File: src/lrupr_pkg.sv
package lrupr_pkg;

    localparam int FRAMES_DEFAULT    = 8;
    localparam int NUM_PAGES_DEFAULT = 256;

    localparam int PAGE_W      = 8;
    localparam int CFG_W       = 4;
    localparam int APB_DATA_W  = 32;
    localparam int APB_ADDR_W  = 4;
    localparam int IN_DATA_W   = 8;
    localparam int OUT_DATA_W  = 16;

    localparam logic [CFG_W-1:0] FRAMES_IN_USE_RESET = 4'd8;

    // register indexes (byte address = 4 * index)
    localparam logic [APB_ADDR_W-3:0] REG_FRAMES_IN_USE = 2'd0;

endpackage

File: src/lru_page_replacement_core.sv
// LRU page replacement over FRAMES frames, one page reference per item.
// The result item is registered and valid in the cycle after the input item is accepted.
// Throughput: 1 item per cycle unless m_tready stalls a held result; parallel tag compare
//   and one-step slot shift finish in the accept cycle; back-to-back refs see fresh order.
// Reset (aresetn low, synchronous): fill count 0, frames_in_use 8, no result pending;
//   slot contents are not cleared, only slots below the fill count are ever read.
module lru_page_replacement_core #(
    parameter int FRAMES    = lrupr_pkg::FRAMES_DEFAULT,
    parameter int NUM_PAGES = lrupr_pkg::NUM_PAGES_DEFAULT
) (
    input  logic                                aclk,
    input  logic                                aresetn,

    input  logic                                s_tvalid,
    output logic                                s_tready,
    input  logic [lrupr_pkg::IN_DATA_W-1:0]     s_tdata,   // [7:0] page

    output logic                                m_tvalid,
    input  logic                                m_tready,
    output logic [lrupr_pkg::OUT_DATA_W-1:0]    m_tdata,   // [0] hit, [1] evicted_valid,
                                                           // [9:2] evicted_page, [15:10] zero

    input  logic                                psel,
    input  logic                                penable,
    input  logic                                pwrite,
    input  logic [lrupr_pkg::APB_ADDR_W-1:0]    paddr,
    input  logic [lrupr_pkg::APB_DATA_W-1:0]    pwdata,
    output logic [lrupr_pkg::APB_DATA_W-1:0]    prdata,
    output logic                                pready
);

    localparam int CW = $clog2(FRAMES + 1);
    localparam int IW = (FRAMES > 1) ? $clog2(FRAMES) : 1;
    localparam int PW = lrupr_pkg::PAGE_W;
    localparam int FW = lrupr_pkg::CFG_W;

    logic [PW-1:0] slots_reg  [FRAMES];
    logic [PW-1:0] slots_next [FRAMES];
    logic [CW-1:0] fill_reg, fill_next;
    logic [FW-1:0] frames_reg, frames_next;

    logic                      out_valid_reg, out_valid_next;
    logic [lrupr_pkg::OUT_DATA_W-1:0] out_data_reg, out_data_next;

    logic [PW-1:0] page;
    logic          page_ok;
    logic          in_acc;
    logic          cfg_wr;
    logic          found;
    logic [IW-1:0] found_idx;
    logic [CW-1:0] lim;
    logic [CW-1:0] cfg_lim;
    logic          full;
    logic [CW-1:0] upto;
    logic [IW-1:0] last_idx;
    logic [CW-1:0] last_cnt;
    logic          hit_c, evict_c;
    logic [PW-1:0] evict_page_c;

    // frame limit from a 4-bit register value: zero acts as 1, saturate at FRAMES
    function automatic logic [CW-1:0] frame_limit(input logic [FW-1:0] f);
        int unsigned v;
        v = 32'(f);
        if (v < 1) v = 1;
        if (v > FRAMES) v = FRAMES;
        return CW'(v);
    endfunction

    assign pready   = 1'b1;
    assign prdata   = {{(lrupr_pkg::APB_DATA_W-FW){1'b0}}, frames_reg};
    assign s_tready = !out_valid_reg || m_tready;
    assign m_tvalid = out_valid_reg;
    assign m_tdata  = out_data_reg;

    assign page    = s_tdata[PW-1:0];
    assign page_ok = (32'(page) < NUM_PAGES);
    assign in_acc  = s_tvalid && s_tready;
    assign cfg_wr  = psel && penable && pwrite && pready
                     && (paddr[lrupr_pkg::APB_ADDR_W-1:2] == lrupr_pkg::REG_FRAMES_IN_USE);

    assign lim     = frame_limit(frames_reg);
    assign cfg_lim = frame_limit(pwdata[FW-1:0]);
    assign full    = (fill_reg >= lim);
    assign last_cnt = fill_reg - CW'(1);
    assign last_idx = last_cnt[IW-1:0];

    // tag match; pages in the slots are distinct, lowest index wins
    always_comb begin
        found     = 1'b0;
        found_idx = '0;
        for (int i = FRAMES - 1; i >= 0; i--) begin
            if ((CW'(i) < fill_reg) && (slots_reg[i] == page)) begin
                found     = 1'b1;
                found_idx = IW'(i);
            end
        end
    end

    always_comb begin
        hit_c        = page_ok && found;
        evict_c      = page_ok && !found && full;
        evict_page_c = evict_c ? slots_reg[last_idx] : '0;

        if (found)
            upto = CW'(found_idx);
        else if (full)
            upto = last_cnt;
        else
            upto = fill_reg;

        slots_next[0] = page;
        for (int i = 1; i < FRAMES; i++) begin
            slots_next[i] = (CW'(i) <= upto) ? slots_reg[i-1] : slots_reg[i];
        end

        fill_next   = fill_reg;
        frames_next = frames_reg;
        if (cfg_wr) begin
            frames_next = pwdata[FW-1:0];
            if (fill_reg > cfg_lim)
                fill_next = cfg_lim;
        end else if (in_acc && page_ok && !found && !full) begin
            fill_next = fill_reg + CW'(1);
        end

        out_valid_next = out_valid_reg;
        out_data_next  = out_data_reg;
        if (in_acc) begin
            out_valid_next = 1'b1;
            out_data_next  = {{(lrupr_pkg::OUT_DATA_W-PW-2){1'b0}},
                              evict_page_c, evict_c, hit_c};
        end else if (m_tready) begin
            out_valid_next = 1'b0;
        end
    end

    always_ff @(posedge aclk) begin
        if (!aresetn) begin
            fill_reg      <= '0;
            frames_reg    <= lrupr_pkg::FRAMES_IN_USE_RESET;
            out_valid_reg <= 1'b0;
        end else begin
            fill_reg      <= fill_next;
            frames_reg    <= frames_next;
            out_valid_reg <= out_valid_next;
        end
        out_data_reg <= out_data_next;
        if (in_acc && page_ok) begin
            for (int i = 0; i < FRAMES; i++) begin
                slots_reg[i] <= slots_next[i];
            end
        end
    end

    a_fill_le_limit: assert property (@(posedge aclk) disable iff (!aresetn)
        fill_reg <= lim)
        else $error("fill count above frame limit");

    a_hit_no_evict: assert property (@(posedge aclk) disable iff (!aresetn)
        m_tvalid |-> !(m_tdata[0] && m_tdata[1]))
        else $error("hit and eviction in one result");

    a_evict_page_zero: assert property (@(posedge aclk) disable iff (!aresetn)
        (m_tvalid && !m_tdata[1]) |-> (m_tdata[PW+1:2] == '0))
        else $error("evicted page nonzero without eviction");

    a_hit_keeps_fill: assert property (@(posedge aclk) disable iff (!aresetn)
        (in_acc && hit_c && !cfg_wr) |=> $stable(fill_reg))
        else $error("fill count changed on hit");

    a_evict_when_full: assert property (@(posedge aclk) disable iff (!aresetn)
        (in_acc && !cfg_wr && evict_c) |=> (fill_reg == $past(fill_reg)) && m_tdata[1])
        else $error("eviction changed fill count or was not reported");

endmodule

File: config.mk
export PLATFORM = sky130hd
export DESIGN_NAME = lru_page_replacement_core
export DESIGN_NICKNAME = d
export VERILOG_FILES = /design/src/lrupr_pkg.sv /design/src/lru_page_replacement_core.sv
export SDC_FILE = /design/constraint.sdc
export NUM_CORES = 1
export LEC_CHECK = 0
export BUFFER_PORTS_ARGS = -buffer_cell sky130_fd_sc_hd__clkbuf_2
export CAP_MARGIN = 20
export CORE_MARGIN = 3
export CORE_UTILIZATION = 55
export CTS_BUF_LIST = sky130_fd_sc_hd__clkbuf_8
export DETAILED_ROUTE_END_ITERATION = 7
export GPL_ROUTABILITY_DRIVEN = 0
export GPL_TIMING_DRIVEN = 0
export PLACE_DENSITY = 0.86
export SETUP_SLACK_MARGIN = 0.15
export SKIP_LAST_GASP = 1
export SYNTH_ARGS = -nofsm -noshare
export SYNTH_HDL_FRONTEND = slang
export SYNTH_SLANG_ARGS = --single-unit
File: constraint.sdc
create_clock -name aclk -period 9 [get_ports aclk]
set_clock_uncertainty 0.2 [all_clocks]
set_input_delay 0 -clock aclk [delete_from_list [all_inputs] [get_ports aclk]]
set_output_delay 0 -clock aclk [all_outputs]
set_load 0.01 [all_outputs]
# Yosys cells after proc, flatten, opt, wreduce, memory -nomap -nowiden
# Memories as Yosys holds them, arrays and structs flattened. A register that Yosys moved wholly into a read port is not among the register bits.
# Cells that the tools add are included.
# classes
add_sub_neg,2
magnitude_cmp,21
eq_ne,9
muxes,36
reduce_logical,24
# ops
operator,n
$eq A8 B8 Y1,8
$mux W8,7
$mux W4,9
$gt A32 B4 Y1 const B,1
$mux W3,8
$le A3 B4 Y1 const A,4
$lt A3 B4 Y1 const A,4
$logic_and A1 B1 Y1,15
$mux W1,12
$le A2 B4 Y1 const A,2
$lt A1 B4 Y1 const A,2
$lt A2 B4 Y1 const A,2
$lt A4 B1 Y1 const B,2
$add A4 B1 Y4 const B,1
$ge A4 B4 Y1,1
$gt A4 B4 Y1,1
$gt A4 B4 Y1 const B,1
$le A1 B4 Y1 const A,1
$logic_not A1 Y1,4
$reduce_bool A2 Y1,2
$sub A4 B1 Y4 const B,1
$logic_not A2 Y1,1
$ne A2 B1 Y1 const B,1
$reduce_and A2 Y1,1
$logic_or A1 B1 Y1,1
# word_totals
ff_bits,11
ramBits,64
in_bits,51
output_inout_bits,51
mem_count,1
# memory_table
name,words,word_bits,rd,rd_ports_with_merged_regs,write_ports,line,text
slots_reg,8,8,9,1,8,lru_page_replacement_core.sv:37,logic [PW-1:0] slots_reg [FRAMES];

# Longest topological paths before layout
# Gate-level depths: netlist of the first run.
# An unclocked memory read counts as a cell.
# depth
depth_word,16
depth_mapped,12
ltp_nobuf,11

# Worst setup path before layout of the first run
# Ideal clock, no wire load.
# synth_path
kind,reg2reg
startpoint,register fill_reg[0] (netlist name)
endpoint,"memory slots_reg[3][0] (netlist bit), enable pin"
setup_ns,0.389
t_arrival_ns,3.241
t_required_ns,8.411
setup_slack_ns,5.170
stages_incl_launch_ff,13
n_path_buf,3
path_cell_list,dfxtp_1 buf_2 buf_2 inv_1 ha_1 clkbuf_1 nor2_1 o311ai_0 nor3_1 or4_1 nor2b_4 nand2_1 a311oi_1
# synth_rtl
element,line
"end, declared",lru_page_replacement_core.sv:37

==> flow_metrics.env, run 1 <==
export IMPL_syn_area_per_cell_um2=12.2
export IMPL_start_util_pct=57.3
export IMPL_vias_per_cell=5.80
export IMPL_crit_required_ns=8.88
export IMPL_hold_depth=4
export IMPL_largest_reg_flops=64
export IMPL_synth_top_cells_by_count="74 x edfxtp_1, 42 x xnor2_1, 37 x nand2_1, 36 x buf_4, 26 x xor2_1"
export IMPL_cts_tree="built"
export IMPL_rsz0062_at_grt="false"
export IMPL_setup_viol=0
export IMPL_grt_util_all_layers_pct=22.6
export IMPL_synthCells=393
export IMPL_crit_fanout=10
export IMPL_cp_end_kind="flop"
export IMPL_clockRootBuffer="clkbuf_8"
export IMPL_peakVddDrop_uv=134
export IMPL_cts_buffers=9
export IMPL_slew_limit_headroom_pct=34.4
export IMPL_ys_ff_latch=83
export IMPL_grt_max_degree=19
export IMPL_path_class="flop to flop"
export IMPL_die_y_um=99.2
export IMPL_reg2reg_depth=13
export IMPL_arrival_ns=4.33
export IMPL_leakagePower_uw=0.00215
export IMPL_netlist_top_cells_area="edfxtp_1 46%, xnor2_1 7.7%, mux4_2 7.5%"
export IMPL_synth_largest_area_cell="edfxtp_1"
export IMPL_clock_latency_ns=0.37
export IMPL_crit_path_top_delay_cell="a221oi_1"
export IMPL_cpLargestDelayFamily="buffers and inverters"
export IMPL_max_freq_ghz=0.225
export IMPL_hp_class="input port to flop"
export IMPL_critPathBufInv=5
export IMPL_nFillCells=586
export IMPL_cts_max_path_buffers=2
export IMPL_min_period_over_period_pct=49.5
export IMPL_via_count=3501
export IMPL_dr_first_iter_drc_count=427
export IMPL_cts_resized=0
export IMPL_grt_pass1_wl_mm=17.0
export IMPL_die_area_mm2=0.00984
export IMPL_syn_to_final_growth_pct=17.1
export IMPL_ys_flop_type="edfxtp_1"
export IMPL_cp_depth=13
export IMPL_ys_async_sr_fraction_pct=0
export IMPL_wl_per_cell_um=18.3
export IMPL_startpoint_type="flop"
export IMPL_ys_warn_count=0
export IMPL_io_buffers=36
export IMPL_postRouteAntennaNets=0
export IMPL_hold_viol_final=0
export IMPL_maxCapViolCount=0
export IMPL_max_stage_delay_ns=0.59
export IMPL_drc=0
export IMPL_antenna_found_initial=0
export IMPL_slew_violations=0
export IMPL_h_tree_depth=3
export IMPL_final_layout_size_suffix_gt1_share_pct=25.3
export IMPL_finalSetupTns_ns=0
export IMPL_yosysTopAreaCellShare_pct=46.5
export IMPL_layout_nets=556
export IMPL_ios=102
export IMPL_die_w_um=99.2
export IMPL_dp_hpwl_mm=7.88
export IMPL_synth_edf_count=74
export IMPL_fp_coreArea_mm2=0.00834
export IMPL_clkTransAtPathRegs_ns=0.09
export IMPL_rows=33
export IMPL_worst_pin_slew_ns=0.979
export IMPL_grt_pass1_vias=3293
export IMPL_synth_area_mm2=0.00478
export IMPL_crit_path_frequent_cell="buf_2"
export IMPL_antennaDiodeCount=0
export IMPL_period_minus_slack_ns=4.45
export IMPL_ys_seq_area_share_pct=50.3
export IMPL_post_cts_setup_buffer_count=0
export IMPL_dr_pass1_iters=5
export IMPL_cellPowerDensity_mw_per_mm2=154
export IMPL_synth_cell_types=48
export IMPL_finalWirelength_mm=11.1
export IMPL_clock_sinks=83
export IMPL_grt_overflow=0
export IMPL_status="completed"
export IMPL_crit_chain="buf_2 > buf_2 > inv_1 > ha_1 > clkbuf_1 > nor2_1 > o311ai_0 > nor3_1 > or4_1 > nor2b_4 > o21ai_0 > a221oi_1 > buf_2"
export IMPL_yosysMostFrequentCell="edfxtp_1"
export IMPL_p_total_uw=862
## tightest hold or removal path: stages
cell and delay (ns):
clkbuf_2 0.09, nand4_1 0.22, a21oi_1 0.13, o22ai_1 0.15
## per-layer routing
layer	up-vias	GRT usage, %	routed length, µm	part of all wire (%)
li1	1561	-	-	-
met1	1677	29.0	4210	38
met2	230	37.7	5510	50
met3	33	3.86	983	8.9
met4	0	10.6	355	3.2
met5	-	0	0	0
## what timing repair did
item | CTS | global route
hold buffers | 19 | 0
endpoints found under the hold margin | 19 | 0
endpoints found under the setup margin | 0 | 0
## power by group
part           total, µW  switching, µW  internal, µW
clock                255            151           104
sequential           447           12.2           435
combinational        160           88.8          70.8
## stage by stage
stage	util [%]	worst slack (ns)	hold WS (ns)	instances	cell area (µm²)
after floorplan	-	5.17	-0.111	426	4900
after global placement	62.5	4.30	-0.00821	567	5220
after detailed placement	62.6	4.50	-0.00717	569	5230
after CTS	67.1	4.57	0.0288	604	5600
after global routing	67.1	4.19	0.0777	604	5600
final	67.1	4.55	0.0750	604	5600
## cells in the final DEF (no fill, tap or decap), drive strengths merged, types with 8 or more instances in the layout
cell          n
nor2         15
conb         35
clkbuf       49
xnor2        42
ha           11
nand2        37
xor2         26
edfxtp       74
dlygate4sd3  19
buf          49
inv          16
nor4          8
nand3         8
dfxtp         9
mux4         16
a21oi        22
## worst paths after layout
path	startpoint	end	slack [ns]
worst max-delay path	fill_reg[0]	slots_reg[7][4]	4.55
worst min-delay path	penable	fill_reg[3]	0.07
worst max register to register	fill_reg[0]	slots_reg[7][4]	4.55
worst min register to register	slots_reg[3][4]	slots_reg[4][4]	0.30
## cell type report
type	instances	area, µm²	area share, %
Multi-Input combinational cell	280	2110	37.7
Buffer	51	345	6.17
Tap cell	105	131	2.35
Clock buffer	9	124	2.21
Clock inverter	7	56.3	1.01
Inverter	12	45.0	0.805
Sequential cell	83	2400	42.9
Timing Repair Buffer	57	380	6.80
## kinds of logic (layout without fill, tap and decap cells)
| kind of cell | after synthesis | in the layout | synth area share (%) |
|---|---|---|---|
| flops | 83 | 83 | 50.3 |
| mux | 16 | 16 | 7.54 |
| fa+ha+maj | 11 | 11 | 2.88 |
| simple gates | 99 | 99 | 11.3 |
| compound gates | 51 | 51 | 7.25 |
| buf+inv | 63 | 136 | 8.17 |
| other cells | 2 | 35 | 0.157 |
| xor+xnor | 68 | 68 | 12.5 |
Power figures use the tool's default switching activity.
==> run 2: changes to the inputs <==
==> constraint.sdc (replaced) <==
create_clock -name aclk -period 4.1 [get_ports aclk]
set_clock_uncertainty 0.2 [all_clocks]
set_input_delay 0 -clock aclk [delete_from_list [all_inputs] [get_ports aclk]]
set_output_delay 0 -clock aclk [all_outputs]
set_load 0.01 [all_outputs]
==> flow_metrics.env, run 2 (synthesis results as in run 1) <==
export IMPL_vias_per_cell=5.82
export IMPL_worst_pin_slew_ns=0.827
export IMPL_rsz0062_at_grt="false"
export IMPL_mostFrequentLayoutCell="edfxtp_1"
export IMPL_status="completed"
export IMPL_cellInternalPower_uw=1350
export IMPL_slew_limit_headroom_pct=44.8
export IMPL_dp_cells=569
export IMPL_wl_per_cell_um=18.6
export IMPL_arrival_ns=3.68
export IMPL_cts_buffers=9
export IMPL_syn_to_final_growth_pct=20.0
export IMPL_setup_viol=0
export IMPL_rows=33
export IMPL_finalWirelength_mm=11.3
export IMPL_p_seq_share_pct=51.3
export IMPL_min_period_over_period_pct=93.1
export IMPL_ios=102
export IMPL_antenna_found_initial=0
export IMPL_crit_fanout=10
export IMPL_die_w_um=99.2
export IMPL_cellPowerDensity_mw_per_mm2=334
export IMPL_h_tree_depth=3
export IMPL_postRouteAntennaNets=0
export IMPL_finish_utilization_pct=68.8
export IMPL_io_buffers=36
export IMPL_cts_tree="built"
export IMPL_fin_ws_ns=0.282
export IMPL_dr_pass1_iters=6
export IMPL_slew_violations=0
export IMPL_clock_latency_ns=0.38
export IMPL_dr_first_iter_drc_count=357
export IMPL_crit_required_ns=3.96
export IMPL_p_switching_uw=568
export IMPL_grt_pass1_wl_mm=17.0
export IMPL_hp_class="input port to flop"
export IMPL_place_ws_ns=-0.401
export IMPL_crit_path_start="fill_reg[0]"
export IMPL_final_layout_size_suffix_gt1_share_pct=28.3
export IMPL_die_y_um=99.2
export IMPL_grt_overflow=0
export IMPL_layout_cells_non_filler=606
export IMPL_start_util_pct=57.3
export IMPL_clkTransAtPathRegs_ns=0.08
export IMPL_clockRootBuffer="clkbuf_8"
export IMPL_grt_pass1_vias=3291
export IMPL_dp_hpwl_mm=7.88
export IMPL_use_met3_pct=4.77
export IMPL_antennaDiodeCount=0
export IMPL_leakagePower_uw=0.00219
export IMPL_grt_busiest_layer="met2"
export IMPL_r2r_start="fill_reg[0]"
export IMPL_max_freq_ghz=0.262
export IMPL_grtUsageMet1_pct=28.8
export IMPL_swShare_pct=29.7
export IMPL_hold_viol_final=0
export IMPL_drc=0
export IMPL_clock_sinks=83
export IMPL_grt_max_degree=19
export IMPL_maxCapViolCount=0
export IMPL_die_area_mm2=0.00984
export IMPL_p_clk_share_pct=29.5
export IMPL_fp_coreArea_mm2=0.00834
export IMPL_grt_util_all_layers_pct=22.7
export IMPL_peakVddDrop_uv=294
export IMPL_period_minus_slack_ns=3.82
export IMPL_startpoint_type="flop"
export IMPL_cp_end_kind="flop"
export IMPL_via_count=3529
export IMPL_layout_nets=558
export IMPL_r2r_setup_slack_ns=0.28
export IMPL_hold_start="penable"
export IMPL_path_class="flop to flop"
export IMPL_gr_usage_met2_pct=37.6
export IMPL_comb_power_share_pct=19.2
export IMPL_largest_reg_flops=64
export IMPL_cts_max_path_buffers=2
export IMPL_mostFrequentLayoutCells="74 x edfxtp_1, 42 x xnor2_1, 42 x buf_4, 38 x clkbuf_2, 37 x nand2_1"
run 2: worst max-delay path: stages (launching register included):
cell and delay, ns:
dfxtp_1 0.45, buf_4 0.29, buf_4 0.28, clkinvlp_4 0.20
ha_1 0.32, nand2b_1 0.14, a21oi_1 0.19, o21ai_2 0.17
or3_1 0.35, and3_1 0.25, o41ai_4 0.41, a31oi_4 0.25
run 2: metrics by stage:
stage	hold WS, ns	power [µW]	TNS [ns]	cell area [µm²]
final	0.0518	1910	0	5730
after global routing	0.0799	1970	0	5730
after CTS	0.0287	1890	0	5690
after detailed placement	-0.00717	1330	-9.34	5230
after global placement	-0.00821	1310	-11.86	5220
after floorplan	-0.111	1240	0	4900
run 2: power by group through the flow:
stage	Sequential [µW]	Clock (µW)	Combinational (µW)
global placement	996	0	319
finish	981	564	368
global route	983	596	393
CTS	980	560	355
detailed placement	999	0	330
floorplan	994	0	247
run 2: final cells by class:
class                      instances  area (µm²)
fill                             561        2610
clock inverter                     7        56.3
tap                              105         131
buffer                            51         353
timing repair buffer              59         400
inverter                          12        48.8
multi-input combinational        280        2220
sequential                        83        2400
clock buffer                       9         124
run 2: per-layer routing:
metal / vias to the layer above / wire, µm
li1: 1575 / -
met1: 1671 / 4240
met2: 238 / 5540
met3: 45 / 1040
met4: 0 / 438
met5: - / 0
run 2: final timing paths:
path,to,cells after the start
setup reg to reg,slots_reg[1][4],11
hold / removal,fill_reg[3],4
hold reg to reg,slots_reg[4][4],0
setup / recovery,slots_reg[1][4],11
run 2: what timing repair did:
item                       in CTS  in global routing
setup buffers                   2                  0
setup endpoints to repair      48                 58
hold endpoints to repair       17                  0
pin swaps                       2                  1
hold buffers                   19                  0
cloned                          0                  0
gates resized for setup        15                 13
==> run 3: changes to the inputs <==
--- a/config.mk
+++ b/config.mk
@@ -7,6 +7,7 @@
 export LEC_CHECK = 0
 export BUFFER_PORTS_ARGS = -buffer_cell sky130_fd_sc_hd__clkbuf_2
 export CAP_MARGIN = 20
+export CORE_ASPECT_RATIO = 0.8
 export CORE_MARGIN = 3
 export CORE_UTILIZATION = 55
 export CTS_BUF_LIST = sky130_fd_sc_hd__clkbuf_8
@@ -14,6 +15,7 @@
 export GPL_ROUTABILITY_DRIVEN = 0
 export GPL_TIMING_DRIVEN = 0
 export PLACE_DENSITY = 0.86
+export RECOVER_POWER = 50
 export SETUP_SLACK_MARGIN = 0.15
 export SKIP_LAST_GASP = 1
 export SYNTH_ARGS = -nofsm -noshare
==> flow_metrics.env, run 3 (synthesis results as in run 1) <==
export IMPL_status="complete, but fails checks"
export IMPL_violations="DRC"
export IMPL_nFillCells=575
export IMPL_antennaDiodeCount=0
export IMPL_largest_reg_flops=64
export IMPL_syn_to_final_growth_pct=21.5
export IMPL_reg2reg_depth=13
export IMPL_finalSetupTns_ns=0
export IMPL_ff_latch_area_mm2=0.00240
export IMPL_grt_overflow=0
export IMPL_antenna_found_initial=0
export IMPL_dr_first_iter_drc_count=459
export IMPL_postRouteAntennaNets=0
export IMPL_startpoint_type="flop"
export IMPL_maxCapViolCount=0
export IMPL_drc=10
export IMPL_cp_end_kind="flop"
export IMPL_clockRootBuffer="clkbuf_8"
export IMPL_r2r_setup_slack_ns=0.21
export IMPL_via_count=3609
export IMPL_vias_per_cell=5.90
export IMPL_max_freq_ghz=0.257
export IMPL_wl_per_cell_um=19.6
export IMPL_setup_viol=0
export IMPL_clkTransAtPathRegs_ns=0.09
export IMPL_cts_tree="built"
export IMPL_start_util_pct=58.3
export IMPL_cts_max_path_buffers=2
export IMPL_h_tree_depth=3
export IMPL_die_w_um=110
export IMPL_grt_pass1_wl_mm=17.8
export IMPL_slew_limit_headroom_pct=37.5
export IMPL_finish_utilization_pct=70.8
export IMPL_ios=102
export IMPL_grt_util_all_layers_pct=24.7
export IMPL_clock_latency_ns=0.37
export IMPL_hold_viol_final=0
export IMPL_grt_max_degree=19
export IMPL_io_buffers=36
export IMPL_crit_path_top_delay_cell="nor4_4"
export IMPL_rows=29
export IMPL_min_period_over_period_pct=95.0
export IMPL_finalWirelength_mm=12.0
export IMPL_place_ws_ns=-0.556
export IMPL_crit_required_ns=3.98
export IMPL_cellPowerDensity_mw_per_mm2=357
export IMPL_multi_input_area_mm2=0.00224
export IMPL_whs_ns=0.106
export IMPL_max_stage_delay_ns=0.46
export IMPL_finalInstanceArea_mm2=0.00581
export IMPL_hold_depth=4
export IMPL_fp_coreArea_mm2=0.00820
export IMPL_mostFrequentLayoutCells="74 x edfxtp_1, 44 x buf_4, 42 x xnor2_1, 36 x nand2_1, 35 x conb_1"
export IMPL_arrival_ns=3.77
export IMPL_layout_nets=561
export IMPL_crit_chain="buf_4 > buf_4 > inv_2 > ha_1 > clkbuf_2 > nor2b_1 > o2111ai_1 > nor4_4 > nor4_4 > o21ai_2 > o21bai_1 > a311oi_4 > buf_2"
export IMPL_clock_sinks=83
export IMPL_mostFrequentLayoutCell="edfxtp_1"
export IMPL_dp_hpwl_mm=8.04
export IMPL_die_y_um=89.4
export IMPL_crit_fanout=10
export IMPL_dr_pass1_iters=8
export IMPL_slew_violations=0
export IMPL_grt_pass1_vias=3409
export IMPL_period_minus_slack_ns=3.89
export IMPL_hp_class="input port to flop"
export IMPL_cts_buffers=9
export IMPL_placed_area_mm2=0.00523
export IMPL_rsz0062_at_grt="false"
export IMPL_peakVddDrop_uv=296
export IMPL_worst_pin_slew_ns=0.931
export IMPL_leakagePower_uw=0.00218
export IMPL_die_area_mm2=0.00985
export IMPL_final_layout_size_suffix_gt1_share_pct=24.8
export IMPL_fin_ws_ns=0.206
export IMPL_path_class="flop to flop"
run 3: final timing paths:
kind	start	endpoint
hold reg to reg	slots_reg[2][2]	slots_reg[3][2]
setup reg to reg	fill_reg[0]	slots_reg[3][0]
setup / recovery	fill_reg[0]	slots_reg[3][0]
hold / removal	penable	fill_reg[1]
run 3: power by group:
part           internal (µW)  total (µW)  switching, µW
logic                    161         375            214
registers                954         980           26.2
clock network            403         717            313
run 3: timing repair:
action,in CTS,in global routing
pin swaps,2,3
endpoints found under the setup margin,56,56
buffers inserted,2,3
gates resized for setup,15,12
hold buffers,19,0
hold endpoints to repair,17,0
gates cloned,0,0
run 3: area by class of cell:
cell class                 instances  area share [%]
inverter                          12           0.775
tap                              108            2.33
multi-input combinational        280            38.6
clock buffer                       9            2.13
clock inverter                     7            2.00
buffer                            51            6.07
timing repair buffer              62            6.78
sequential                        83            41.4
run 3: critical path: cells and delay by family, from the launching register on:
family / cells / cell delay [ns]
AO/OA/AOI/OAI: 4 / 0.87
adder cells (fa/ha/maj): 1 / 0.22
buffers and inverters: 5 / 1.12
flip-flops: 1 / 0.42
AND/OR/NAND/NOR: 3 / 0.76
run 3: layer usage:
metal | wire (µm) | track usage (%) | vias to the layer above | share of wire, %
li1 | - | - | 1574 | -
met2 | 5790 | 37.9 | 281 | 48
met4 | 331 | 8.95 | 0 | 2.8
met3 | 1480 | 9.39 | 53 | 12
met5 | 0 | 0 | - | 0
met1 | 4420 | 32.3 | 1701 | 37
run 3: per-stage QoR:
stage               power, µW  std cells
floorplan                1240        426
global placement         1320        570
detailed placement       1330        572
CTS                      2050        609
global route             2140        612
finish                   2070        612
